**src/hw/rtl/assert_macros.svh**
```systemverilog
// Assertion macros used by the top level of the cache core.
`ifndef ASSERT_MACROS_SVH
`define ASSERT_MACROS_SVH

// Check a property at every rising edge of clk, off while reset is low.
`define ASSERT_CLK(label, prop, msg) \
  label: assert property (@(posedge clk) disable iff (!rst_n) (prop)) else $error(msg);

// Check that an antecedent implies a consequent in the same cycle.
`define ASSERT_IMPL(label, ante, cons, msg) \
  label: assert property (@(posedge clk) disable iff (!rst_n) (ante) |-> (cons)) \
    else $error(msg);

`endif

```
**src/hw/rtl/lkvc_pkg.sv**
```systemverilog
// Package with the shared types and constants of the LRU key-value cache.
`default_nettype none
package lkvc_pkg;

  localparam int KEY_W = 32;
  localparam int VAL_W = 32;
  localparam int CAP_W = 5;

  localparam logic [CAP_W-1:0] CAP_RESET = 5'd16;
  localparam logic [VAL_W-1:0] NEG_ONE   = {VAL_W{1'b1}};

  typedef enum logic {
    CMD_GET = 1'b0,
    CMD_PUT = 1'b1
  } cmd_t;

  typedef enum logic [1:0] {
    ST_IDLE   = 2'd0,
    ST_MATCH  = 2'd1,
    ST_UPDATE = 2'd2
  } state_t;

  typedef struct packed {
    logic             valid;
    logic [KEY_W-1:0] key;
    logic [VAL_W-1:0] value;
  } entry_t;

  typedef struct packed {
    logic match_en;
    logic update;
  } cell_ctrl_t;

endpackage
`default_nettype wire

```
**src/hw/rtl/lkvc_cell.sv**
```systemverilog
// One recency-ordered cell of the cache chain: entry storage and key compare.
`default_nettype none
module lkvc_cell #(
  parameter int IDX_W = 4,
  parameter int POS   = 0
) (
  input  logic                      clk,
  input  logic                      rst_n,
  input  lkvc_pkg::cell_ctrl_t      ctrl,
  input  logic [IDX_W-1:0]          upd_pos,
  input  logic [lkvc_pkg::KEY_W-1:0] probe_key,
  input  lkvc_pkg::entry_t          chain_in,
  output lkvc_pkg::entry_t          chain_out,
  output logic                      match_o
);

  logic                       valid_r;
  logic                       valid_nxt;
  logic [lkvc_pkg::KEY_W-1:0] key_r;
  logic [lkvc_pkg::KEY_W-1:0] key_nxt;
  logic [lkvc_pkg::VAL_W-1:0] value_r;
  logic [lkvc_pkg::VAL_W-1:0] value_nxt;
  logic                       match_r;
  logic                       match_nxt;
  logic                       take;

  // Take the neighbor's entry when this cell sits at or above the moved slot.
  assign take = ctrl.update && (IDX_W'(POS) <= upd_pos);

  always_comb begin
    valid_nxt = valid_r;
    key_nxt   = key_r;
    value_nxt = value_r;
    if (take) begin
      valid_nxt = chain_in.valid;
      key_nxt   = chain_in.key;
      value_nxt = chain_in.value;
    end
  end

  assign match_nxt = ctrl.match_en ? (valid_r && (key_r == probe_key)) : match_r;

  always_ff @(posedge clk) begin
    if (!rst_n) begin
      valid_r <= 1'b0;
      match_r <= 1'b0;
    end else begin
      valid_r <= valid_nxt;
      match_r <= match_nxt;
    end
  end

  always_ff @(posedge clk) begin
    key_r   <= key_nxt;
    value_r <= value_nxt;
  end

  assign chain_out.valid = valid_r;
  assign chain_out.key   = key_r;
  assign chain_out.value = value_r;
  assign match_o         = match_r;

endmodule
`default_nettype wire

```
**src/hw/rtl/lkvc_hit_sel.sv**
```systemverilog
// Encode the one-hot match vector of the cells into a position and a value.
`default_nettype none
module lkvc_hit_sel #(
  parameter int ENTRIES = 16,
  parameter int IDX_W   = 4
) (
  input  logic [ENTRIES-1:0]                      match,
  input  logic [ENTRIES-1:0][lkvc_pkg::VAL_W-1:0] values,
  output logic                                    hit,
  output logic [IDX_W-1:0]                        hit_idx,
  output logic [lkvc_pkg::VAL_W-1:0]              hit_value
);

  // Keys are unique among valid cells, so an OR tree encodes the match.
  always_comb begin
    hit_idx   = '0;
    hit_value = '0;
    for (int i = 0; i < ENTRIES; i++) begin
      hit_idx   = hit_idx | (match[i] ? IDX_W'(i) : '0);
      hit_value = hit_value | (match[i] ? values[i] : '0);
    end
  end

  assign hit = |match;

endmodule
`default_nettype wire

```
**src/hw/rtl/lru_key_value_cache_core.sv**
```systemverilog
// Top level of the fully associative LRU key-value cache core.
`default_nettype none
`include "assert_macros.svh"
// Fully associative key-value cache with least-recently-used replacement,
// built as a chain of ENTRIES cells kept in recency order: cell 0 holds the
// most recent entry, cell occupancy-1 the least recent. A transaction is a get
// or a put, taken at a rising edge with start high and busy low. Each
// transaction has a match cycle, in which every cell compares
// its key with the probe and registers the result (busy is high here), and an
// update cycle, in which the hit position is encoded, the cells above the
// touched slot shift one place down the chain and cell 0 loads the touched or
// new entry. A new transaction is taken during the update cycle, so the core
// can start the next transaction while the last one updates. The result (hit, read_value)
// appears on the out_ ports for exactly one cycle after the update cycle,
// marked by out_valid; there is no back-pressure, so capture it in that
// cycle. A get miss returns -1, as does every put. The capacity register
// limits the entries in use; 0 acts as 1 and values above ENTRIES saturate.
// Write it only while the core is idle. The store is empty after reset, with
// no clearing pass.
module lru_key_value_cache_core #(
  parameter int ENTRIES = 16
) (
  input  logic                               clk,
  input  logic                               rst_n,
  input  logic                               start,
  output logic                               busy,
  input  logic                               in_command,
  input  logic signed [lkvc_pkg::KEY_W-1:0]  in_key,
  input  logic signed [lkvc_pkg::VAL_W-1:0]  in_value,
  output logic                               out_valid,
  output logic                               out_hit,
  output logic signed [lkvc_pkg::VAL_W-1:0]  out_read_value,
  input  logic                               cfg_we,
  input  logic [lkvc_pkg::CAP_W-1:0]         cfg_wdata
);

  localparam int IDX_W = (ENTRIES > 1) ? $clog2(ENTRIES) : 1;
  localparam int OCC_W = $clog2(ENTRIES + 1);
  localparam int CMP_W = (OCC_W > lkvc_pkg::CAP_W) ? OCC_W : lkvc_pkg::CAP_W;

  // Control state.
  lkvc_pkg::state_t state_r;
  lkvc_pkg::state_t state_nxt;
  logic [lkvc_pkg::CAP_W-1:0] capacity_r;
  logic [lkvc_pkg::CAP_W-1:0] capacity_nxt;
  logic [OCC_W-1:0]           occ_r;
  logic [OCC_W-1:0]           occ_nxt;
  logic                       out_valid_r;
  logic                       out_valid_nxt;

  // Transaction and result payload.
  logic                       cmd_r;
  logic                       cmd_nxt;
  logic [lkvc_pkg::KEY_W-1:0] key_r;
  logic [lkvc_pkg::KEY_W-1:0] key_nxt;
  logic [lkvc_pkg::VAL_W-1:0] value_r;
  logic [lkvc_pkg::VAL_W-1:0] value_nxt;
  logic                       out_hit_r;
  logic                       out_hit_nxt;
  logic [lkvc_pkg::VAL_W-1:0] out_read_value_r;
  logic [lkvc_pkg::VAL_W-1:0] out_read_value_nxt;

  // Datapath.
  logic                                    accept;
  logic                                    upd_phase;
  lkvc_pkg::cell_ctrl_t                    cell_ctrl;
  lkvc_pkg::entry_t                        head;
  lkvc_pkg::entry_t                        cell_q [ENTRIES];
  logic [ENTRIES-1:0]                      match_vec;
  logic [ENTRIES-1:0]                      valid_vec;
  logic [ENTRIES-1:0][lkvc_pkg::VAL_W-1:0] value_vec;
  logic                                    hit;
  logic [IDX_W-1:0]                        hit_idx;
  logic [lkvc_pkg::VAL_W-1:0]              hit_value;
  logic [CMP_W-1:0]                        cap_ext;
  logic [CMP_W-1:0]                        eff_cap;
  logic [CMP_W-1:0]                        occ_ext;
  logic                                    evict;
  logic                                    is_put;
  logic [IDX_W-1:0]                        upd_pos;

  assign accept = start && !busy;
  assign is_put = (cmd_r == lkvc_pkg::CMD_PUT);

  // Next state: match, then update; a new transaction may enter during update.
  always_comb begin
    state_nxt = state_r;
    case (state_r)
      lkvc_pkg::ST_IDLE: begin
        if (start) state_nxt = lkvc_pkg::ST_MATCH;
      end
      lkvc_pkg::ST_MATCH: begin
        state_nxt = lkvc_pkg::ST_UPDATE;
      end
      lkvc_pkg::ST_UPDATE: begin
        state_nxt = start ? lkvc_pkg::ST_MATCH : lkvc_pkg::ST_IDLE;
      end
      default: begin
        state_nxt = lkvc_pkg::ST_IDLE;
      end
    endcase
  end

  // State outputs.
  always_comb begin
    busy               = 1'b0;
    cell_ctrl.match_en = 1'b0;
    upd_phase          = 1'b0;
    case (state_r)
      lkvc_pkg::ST_IDLE: begin
        busy = 1'b0;
      end
      lkvc_pkg::ST_MATCH: begin
        busy               = 1'b1;
        cell_ctrl.match_en = 1'b1;
      end
      lkvc_pkg::ST_UPDATE: begin
        upd_phase = 1'b1;
      end
      default: begin
        busy = 1'b1;
      end
    endcase
  end

  // Only a get miss leaves the chain untouched.
  assign cell_ctrl.update = upd_phase && (hit || is_put);

  // Clamp capacity into 1..ENTRIES and decide whether a put miss evicts.
  always_comb begin
    cap_ext = CMP_W'(capacity_r);
    occ_ext = CMP_W'(occ_r);
    eff_cap = cap_ext;
    if (cap_ext == '0) eff_cap = CMP_W'(1);
    if (cap_ext > CMP_W'(ENTRIES)) eff_cap = CMP_W'(ENTRIES);
    evict = (occ_ext >= eff_cap) || (occ_ext >= CMP_W'(ENTRIES));
  end

  // Slot that leaves its place: the hit, the least recent on eviction, or the
  // first free cell on a plain insert.
  always_comb begin
    if (hit) begin
      upd_pos = hit_idx;
    end else if (evict) begin
      upd_pos = IDX_W'(occ_r - OCC_W'(1));
    end else begin
      upd_pos = IDX_W'(occ_r);
    end
  end

  // Entry that enters cell 0 as the most recent.
  assign head.valid = 1'b1;
  assign head.key   = key_r;
  assign head.value = is_put ? value_r : hit_value;

  for (genvar g = 0; g < ENTRIES; g++) begin : g_cell
    lkvc_pkg::entry_t chain_in;
    if (g == 0) begin : g_head
      assign chain_in = head;
    end else begin : g_link
      assign chain_in = cell_q[g-1];
    end

    lkvc_cell #(
      .IDX_W (IDX_W),
      .POS   (g)
    ) u_cell (
      .clk       (clk),
      .rst_n     (rst_n),
      .ctrl      (cell_ctrl),
      .upd_pos   (upd_pos),
      .probe_key (key_r),
      .chain_in  (chain_in),
      .chain_out (cell_q[g]),
      .match_o   (match_vec[g])
    );

    assign valid_vec[g] = cell_q[g].valid;
    assign value_vec[g] = cell_q[g].value;
  end

  lkvc_hit_sel #(
    .ENTRIES (ENTRIES),
    .IDX_W   (IDX_W)
  ) u_hit_sel (
    .match     (match_vec),
    .values    (value_vec),
    .hit       (hit),
    .hit_idx   (hit_idx),
    .hit_value (hit_value)
  );

  // Grow occupancy only on a put miss that finds a free cell.
  always_comb begin
    occ_nxt = occ_r;
    if (cell_ctrl.update && !hit && !evict) occ_nxt = occ_r + OCC_W'(1);
  end

  assign capacity_nxt = cfg_we ? cfg_wdata : capacity_r;

  // Capture the transaction; hold it through match and update.
  assign cmd_nxt   = accept ? in_command : cmd_r;
  assign key_nxt   = accept ? in_key : key_r;
  assign value_nxt = accept ? in_value : value_r;

  // Drive the result for one cycle after the update.
  assign out_valid_nxt      = upd_phase;
  assign out_hit_nxt        = upd_phase ? hit : out_hit_r;
  assign out_read_value_nxt = upd_phase ? ((!is_put && hit) ? hit_value : lkvc_pkg::NEG_ONE)
                                        : out_read_value_r;

  always_ff @(posedge clk) begin
    if (!rst_n) begin
      state_r     <= lkvc_pkg::ST_IDLE;
      capacity_r  <= lkvc_pkg::CAP_RESET;
      occ_r       <= '0;
      out_valid_r <= 1'b0;
    end else begin
      state_r     <= state_nxt;
      capacity_r  <= capacity_nxt;
      occ_r       <= occ_nxt;
      out_valid_r <= out_valid_nxt;
    end
  end

  always_ff @(posedge clk) begin
    cmd_r            <= cmd_nxt;
    key_r            <= key_nxt;
    value_r          <= value_nxt;
    out_hit_r        <= out_hit_nxt;
    out_read_value_r <= out_read_value_nxt;
  end

  assign out_valid      = out_valid_r;
  assign out_hit        = out_hit_r;
  assign out_read_value = out_read_value_r;

  // Valid cells form a contiguous run that the occupancy counts.
  `ASSERT_CLK(a_occ_count, $countones(valid_vec) == int'(occ_r), "valid cells differ from occupancy")
  `ASSERT_CLK(a_occ_max, int'(occ_r) <= ENTRIES, "occupancy above entry count")
  // Keys are unique among valid cells.
  `ASSERT_CLK(a_match_onehot, $onehot0(match_vec), "more than one cell matched the key")
  // A strobe follows every update cycle and nothing else.
  `ASSERT_IMPL(a_strobe_src, out_valid_r, $past(state_r) == lkvc_pkg::ST_UPDATE, "strobe without update")

endmodule
`default_nettype wire
```
**config.mk**
```make
export PLATFORM = sky130hd
export DESIGN_NAME = lru_key_value_cache_core
export DESIGN_NICKNAME = d
export VERILOG_FILES = /design/src/hw/rtl/lkvc_pkg.sv /design/src/hw/rtl/lkvc_cell.sv /design/src/hw/rtl/lkvc_hit_sel.sv /design/src/hw/rtl/lru_key_value_cache_core.sv
export VERILOG_INCLUDE_DIRS = /design/src /design/src/hw/rtl
export SDC_FILE = /design/constraint.sdc
export NUM_CORES = 1
export LEC_CHECK = 0
export ABC_AREA = 1
export ABC_CLOCK_PERIOD_IN_PS = 12500
export CAP_MARGIN = 15
export CORE_MARGIN = 2
export CORE_UTILIZATION = 30
export CTS_CLUSTER_SIZE = 24
export DETAILED_ROUTE_END_ITERATION = 12
export DONT_BUFFER_PORTS = 1
export GPL_ROUTABILITY_DRIVEN = 0
export HOLD_SLACK_MARGIN = 0.05
export PLACE_DENSITY_LB_ADDON = 0.2
export SYNTH_ARGS = -nofsm -noshare
export SYNTH_HDL_FRONTEND = slang
export SYNTH_SLANG_ARGS = --single-unit
```
**constraint.sdc**
```tcl
create_clock -name clk -period 12.5 [get_ports clk]
set_clock_uncertainty 0.15 [all_clocks]
set_input_delay 2.5 -clock clk [delete_from_list [all_inputs] [get_ports clk]]
set_output_delay 2.5 -clock clk [all_outputs]
set_load 0.01 [all_outputs]
```
# Word-level counts from Yosys, hierarchy flattened
# Cells that the tools add are included.
# op_classes
addsub,2
order_cmp,19
eq_ne,19
mux,42
bitwise_logic,29
reduce_logical,46
# ops
cell,count
2-to-1 mux 32 bit,17
== test 32 bit,16
OR 32 bit,15
OR 4 bit,14
2-to-1 mux 4 bit,10
logical AND 1 bit,37
<= comparator 4 bit (first input constant),8
<= comparator 3 x 4 -> 1 bit (first input constant),4
OR reduction 16 bit,1
2-to-1 mux 3 bit,4
2-to-1 mux 5 bit,2
<= comparator 1 x 4 -> 1 bit (first input constant),2
<= comparator 2 x 4 -> 1 bit (first input constant),2
2-to-1 mux 2 bit,3
one-hot mux 2 bit (3 select lines),1
adder 5 x 1 -> 5 bit (second input constant),1
>= comparator 5 bit,1
>= comparator 5 bit (second input constant),1
> comparator 5 bit (second input constant),1
zero test 5 bit,1
2-to-1 mux 1 bit,5
subtractor 4 x 1 -> 4 bit (second input constant),1
zero test 1 bit,3
== test 2 x 1 -> 1 bit (second input constant),1
other kinds (5),6
# word_totals
register_bits,1167
in_bits,74
out_inout_bits,35
wordCells,230

# Longest topological paths before layout
# depth
ltp_word,18
depth_mapped,19
depth_no_buf,19

# Modules after synthesis
# A second synthesis with hierarchy kept.
# unflattened
hier_cells,4795
hier_area_um2,50360.8
# by_module_without_submodules
module,n_inst,cells_each,area_each_um2,seq_area_each_um2
lkvc_cell (g_cell[13].u_cell ...),2,202,2566.2,1961.9
lkvc_cell (g_cell[15].u_cell ...),2,202,2565.0,1961.9
lkvc_hit_sel,1,1205,4922.2,0.0
lru_key_value_cache_core,1,366,4372.9,3203.1
lkvc_cell (g_cell[3].u_cell),1,206,2593.7,1961.9
lkvc_cell (g_cell[2].u_cell),1,203,2573.7,1961.9
lkvc_cell (g_cell[10].u_cell),1,201,2571.2,1961.9
lkvc_cell (g_cell[5].u_cell),1,204,2571.2,1961.9
lkvc_cell (g_cell[7].u_cell),1,202,2567.5,1961.9
lkvc_cell (g_cell[8].u_cell),1,199,2566.2,1961.9
lkvc_cell (g_cell[9].u_cell),1,200,2566.2,1961.9
lkvc_cell (g_cell[11].u_cell),1,202,2563.7,1961.9
lkvc_cell (g_cell[14].u_cell),1,198,2560.0,1961.9
lkvc_cell (g_cell[4].u_cell),1,201,2560.0,1961.9
+2 rows,n/a,n/a,n/a,n/a

# Least setup slack after synthesis
# OpenSTA, ideal clock, no wires.
# synth_path
path_kind,register to register
start,reg state_r[0]
end,"reg g_cell[2].u_cell.key_r[0] (netlist bit), enable pin"
setup_ps,574
arrival_ps,6624
required_ps,11776
slack_ps,5151
path_stages_with_launch,4
path_buffers,0
synth_period_minus_slack_ps,7349
path_cell_list,dfxtp_1 nor2_1 nand2_4 o21ai_0
# synth_between
elab_chain_len,4
# synth_rtl
element,line,source
start: declaration,lru_key_value_cache_core.sv:42,lkvc_pkg::state_t state_r;
start signal: assignment,lru_key_value_cache_core.sv:214,state_r <= lkvc_pkg::ST_IDLE;
start signal: assignment,lru_key_value_cache_core.sv:219,state_r <= state_nxt;
== test 2 bit,lru_key_value_cache_core.sv:109,case (state_r)
2-to-1 mux 1 bit,lru_key_value_cache_core.sv:109,
named net out_valid_nxt,lru_key_value_cache_core.sv:49,logic out_valid_nxt;
logical AND 1 bit,lru_key_value_cache_core.sv:127,assign cell_ctrl.update = upd_phase && (hit || is_put);
logical AND 1 bit,lkvc_cell.sv:28,assign take = ctrl.update && (IDX_W'(POS) <= upd_pos);
named net g_cell[2].u_cell.take,lkvc_cell.sv:25,logic take;
end signal: assignment,lkvc_cell.sv:54,key_r <= key_nxt;
end: declaration,lkvc_cell.sv:19,logic [lkvc_pkg::KEY_W-1:0] key_r;
# The timed path passes the listed nets, and every way through them passes these cells.
# A chain may end at the register's enable or synchronous reset.

# Worst setup path after layout
# layout_path
start,"reg capacity_r, in the netlist cap_ext[3]"
end,"reg g_cell[14].u_cell.key_r[11] (netlist bit), enable pin"
# layout_between
elab_chain_len,9
elab_cells_between_ends,10
cone_classes,3 x order compare; 4 x mux; 3 x reduce/logical
# layout_rtl
element,line,source
start: declaration,lru_key_value_cache_core.sv:44,logic [lkvc_pkg::CAP_W-1:0] capacity_r;
start signal: assignment,lru_key_value_cache_core.sv:215,capacity_r <= lkvc_pkg::CAP_RESET;
start signal: assignment,lru_key_value_cache_core.sv:220,capacity_r <= capacity_nxt;
branches (longest 2 deep; another with > comparator 5 bit),n/a,
2-to-1 mux 5 bit (*),lru_key_value_cache_core.sv:135,if (cap_ext > CMP_W'(ENTRIES)) eff_cap = CMP_W'(ENTRIES);
>= comparator 5 bit (*),lru_key_value_cache_core.sv:136,evict = (occ_ext >= eff_cap) || (occ_ext >= CMP_W'(ENTRIES));
logical OR 1 bit (*),lru_key_value_cache_core.sv:136,
2-to-1 mux 4 bit (*),lru_key_value_cache_core.sv:144,end else if (evict) begin
2-to-1 mux 4 bit (*),lru_key_value_cache_core.sv:142,if (hit) begin
<= comparator 4 bit (*),lkvc_cell.sv:28,
logical AND 1 bit (*),lkvc_cell.sv:28,
named net g_cell[14].u_cell.take,lkvc_cell.sv:25,
end signal: assignment,lkvc_cell.sv:54,
end: declaration,lkvc_cell.sv:19,
# Mark *: on every way through the listed nets, which the timed path passes.

==> results.py <==
metrics = {
    "routing": {
        "drtPass1Iterations": 5,
        "antenna_left": 0,
        "wl_per_cell_um": 22.9,
        "drc": 0,
        "vias_per_cell": 4.66,
        "drtIter0Drc": 2222,
        "num_vias": 25700,
        "drt_wl_total_um": 126000,
    },
    "cells_and_area": {
        "finalInstanceArea_um2": 52900,
        "final_common_cell": "edfxtp_1",
        "final_cells": 5503,
        "layout-drive-gt1-share": 0.116,
        "layout_common_cells": "edfxtp_1 (1122), nand2_1 (626), xnor2_1 (211), nor2_1 (171), nand3_1 (161)",
        "fin_nets": 3432,
        "syn2layout_area_growth_pct": 14.2,
    },
    "place": {
        "dpl.hpwl_um": 86600,
        "port_buffers": 0,
        "placed_area_um2": 48900,
        "place_inst": 5261,
    },
    "timing": {
        "tightest_slew_ns": 1.26,
        "rsz0062_at_grt": "no",
        "period_minus_slack_ns": 4.92,
        "slew_headroom": 0.158,
        "finalCritPeriodShare": 0.394,
        "final-max-slew-violation-count": 0,
        "setup_viol": 0,
        "fmax_mhz": 203,
        "hold_viol_final": 0,
        "tns_ns": 0,
    },
    "synth": {
        "synth_cells": 3290,
        "yosysWarnings": 0,
        "async_reset_ff_frac": 0,
        "syn_nets": 3371,
        "synth.yosys.seq_area_share": 0.746,
        "syn_area_um2": 46400,
        "synth-seq-cells": 1167,
        "ys_types": 44,
        "synth_edf_count": 1122,
        "synth_ff_type": "edfxtp_1",
        "syn_avg_cell_area_um2": 14.1,
    },
    "floorplanning": {
        "die_area_um2": 158000,
        "rows": 144,
        "die_h_um": 397,
        "core_area_um2": 154000,
        "initial_core_util": 0.302,
        "ios": 109,
        "die_w_um": 397,
    },
    "pwr": {
        "switchingPower_mw": 1.77,
        "seqPwrFrac": 0.522,
        "combPwrFrac": 0.031,
        "internal_power_mw": 6.45,
        "pwr-share-clk": 0.447,
        "swShare": 0.215,
        "p_per_area_nw_per_um2": 155,
        "power_leakage_nw": 17.1,
        "finalPower_mw": 8.22,
        "peakVddDrop_mv": 0.0969,
    },
    "clock_network": {
        "numCtsBuffers": 131,
        "post_cts_buffers": 0,
        "htree_levels": 4,
        "cts_hold_buf": 0,
        "cts_tree": "yes",
        "cts.repair.resized": 0,
        "numClockSinks": 1167,
        "cts-root-buf": "clkbuf_16",
        "clk_pin_slew_ns": 0.06,
        "clk_latency_ns": 0.77,
        "clockBufferDepth": 3,
    },
    "worst_setup_path": {
        "crit_family": "simple AND/OR/NAND/NOR gates",
        "rr_startpoint": "cap_ext[3]",
        "path_class": "reg -> reg",
        "reg2reg_depth": 18,
        "r2r_end": "g_cell[14].u_cell.key_r[11]",
        "startpoint_type": "register",
        "ff2ff_setup_slack_ns": 7.58,
        "crit_top_cell": "nand2_1",
        "startpoint": "cap_ext[3]",
        "cp.depth": 18,
        "critPathSlowestCell": "nor2_4",
        "endpoint_kind": "register",
        "crit_end": "g_cell[14].u_cell.key_r[11]",
        "worstPathArrival_ns": 5.14,
        "crit_path_max_incr_delay_ns": 0.70,
        "worstPathCellList": "inv_1, nand3_1, o21ai_0, nand2_1, ha_1, nand2_1, inv_1, nand2_1, nand3_2, nand2_1, nand2_1, nand2_1, nand2_2, nor2_4, buf_4, nand2_4, nor2_4, buf_4",
        "path_buf_inv": 4,
        "crit_fanout": 66,
        "crit_required_ns": 12.71,
    },
    "global_route": {
        "grtUsageTotal": 0.159,
        "grt_pass1_wl_um": 182000,
        "antenna_found_initial": 14,
        "grt_max_degree": 69,
        "grt_remaining_overflow": 0,
        "grt_pass1_vias": 25300,
    },
    "job": {
        "maxCapViolations": 0,
    },
    "worst_hold_path": {
        "hold_class": "reg -> reg",
        "hp-start": "g_cell[3].u_cell.value_r[20]",
    },
    "outcome": {
        "status": "finished clean",
    },
}
## kinds of logic after synthesis
kind of cell             share of synthesized area
AND/OR/NAND/NOR                              0.128
flip-flops                                   0.746
XOR/XNOR                                    0.0671
buffers and inverters                       0.0221
AO/OA/AOI/OAI                               0.0350
adder cells (fa/ha/maj)                    0.00189
## routing by layer
layer / GRT usage / share of wire / vias to the layer above
li1: - / - / 12000
met1: 0.238 / 0.49 / 12900
met2: 0.232 / 0.43 / 644
met3: 0.0338 / 0.058 / 143
met4: 0.0419 / 0.019 / 4
met5: 0 / 0.00011 / -
## metrics by stage
step | setup slack [ns] | hold slack, ns | util
finish | 7.58 | 0.289 | 0.345
global route | 7.12 | 0.296 | 0.344
CTS | 7.53 | 0.290 | 0.344
detailed placement | 7.56 | 0.281 | 0.318
global placement | 7.56 | 0.277 | 0.318
floorplan | 5.15 | 0.271 | -
## worst min path at each step
stage | cells past startpoint | slack [ns] | endpoint
2_1_floorplan | 0 | 0.27 | g_cell[0].u_cell.key_r[0]
3_3_place_gp | 0 | 0.28 | g_cell[14].u_cell.value_r[17]
3_5_place_dp | 0 | 0.28 | g_cell[6].u_cell.value_r[10]
4_1_cts | 0 | 0.29 | g_cell[14].u_cell.value_r[10]
5_1_grt | 0 | 0.30 | g_cell[4].u_cell.value_r[14]
6_report | 0 | 0.29 | g_cell[4].u_cell.value_r[20]
## power by group through the flow
stage / clock network [mW] / registers (mW) / logic (mW)
after floorplan: 0 / 4.37 / 0.163
after global placement: 0 / 4.37 / 0.260
after detailed placement: 0 / 4.37 / 0.260
after CTS: 3.76 / 4.29 / 0.262
after global routing: 3.91 / 4.29 / 0.280
final: 3.67 / 4.29 / 0.256
## synthesized netlist by cell type (2+ instances only)
cell / count / area (um^2)
nor2_1: 175 / 657
a22o_1: 51 / 447
nand2_2: 13 / 81.3
o21ai_1: 7 / 35.0
nor2_4: 7 / 78.8
xor2_1: 144 / 1260
nor3_1: 46 / 230
nand2_1: 630 / 2360
buf_2: 45 / 225
a211oi_1: 24 / 180
edfxtp_1: 1122 / 33700
o22ai_1: 11 / 68.8
dfxtp_1: 45 / 901
clkbuf_1: 78 / 293
buf_6: 6 / 67.6
nor3b_1: 6 / 45.0
nand3_2: 2 / 20.0
or2_2: 90 / 563
inv_2: 4 / 15.0
ha_1: 7 / 87.6
nand3_1: 161 / 806
nor2_2: 6 / 37.5
a221oi_1: 43 / 377
buf_1: 16 / 60.1
xnor2_1: 211 / 1850
o2111ai_1: 4 / 35.0
nor4_1: 30 / 188
nand4_1: 115 / 719
a21oi_1: 40 / 200
inv_1: 90 / 338
nand2_4: 4 / 45.0
o21ai_0: 32 / 160
a2111oi_0: 10 / 87.6
clkinv_1: 5 / 18.8
## flip-flops by register name, summed over array words and instances (netlist names), 2 cells and up
register	cells
g_cell.u_cell.key_r	512
g_cell.u_cell.value_r	512
key_r	32
out_read_value	32
value_r	32
g_cell.u_cell.match_o	16
g_cell.u_cell.valid_r	16
cap_ext	5
occ_ext	5
state_r	2
## cell type report
type / count / area [um^2]
Inverter: 100 / 387
Clock inverter: 52 / 419
Antenna cell: 2 / 5.00
Timing Repair Buffer: 73 / 543
Fill cell: 14900 / 101000
Clock buffer: 187 / 3610
Multi-Input combinational cell: 1878 / 10800
Tap cell: 2044 / 2560
Sequential cell: 1167 / 34600
No activity file was read; power rests on OpenSTA's default activity.
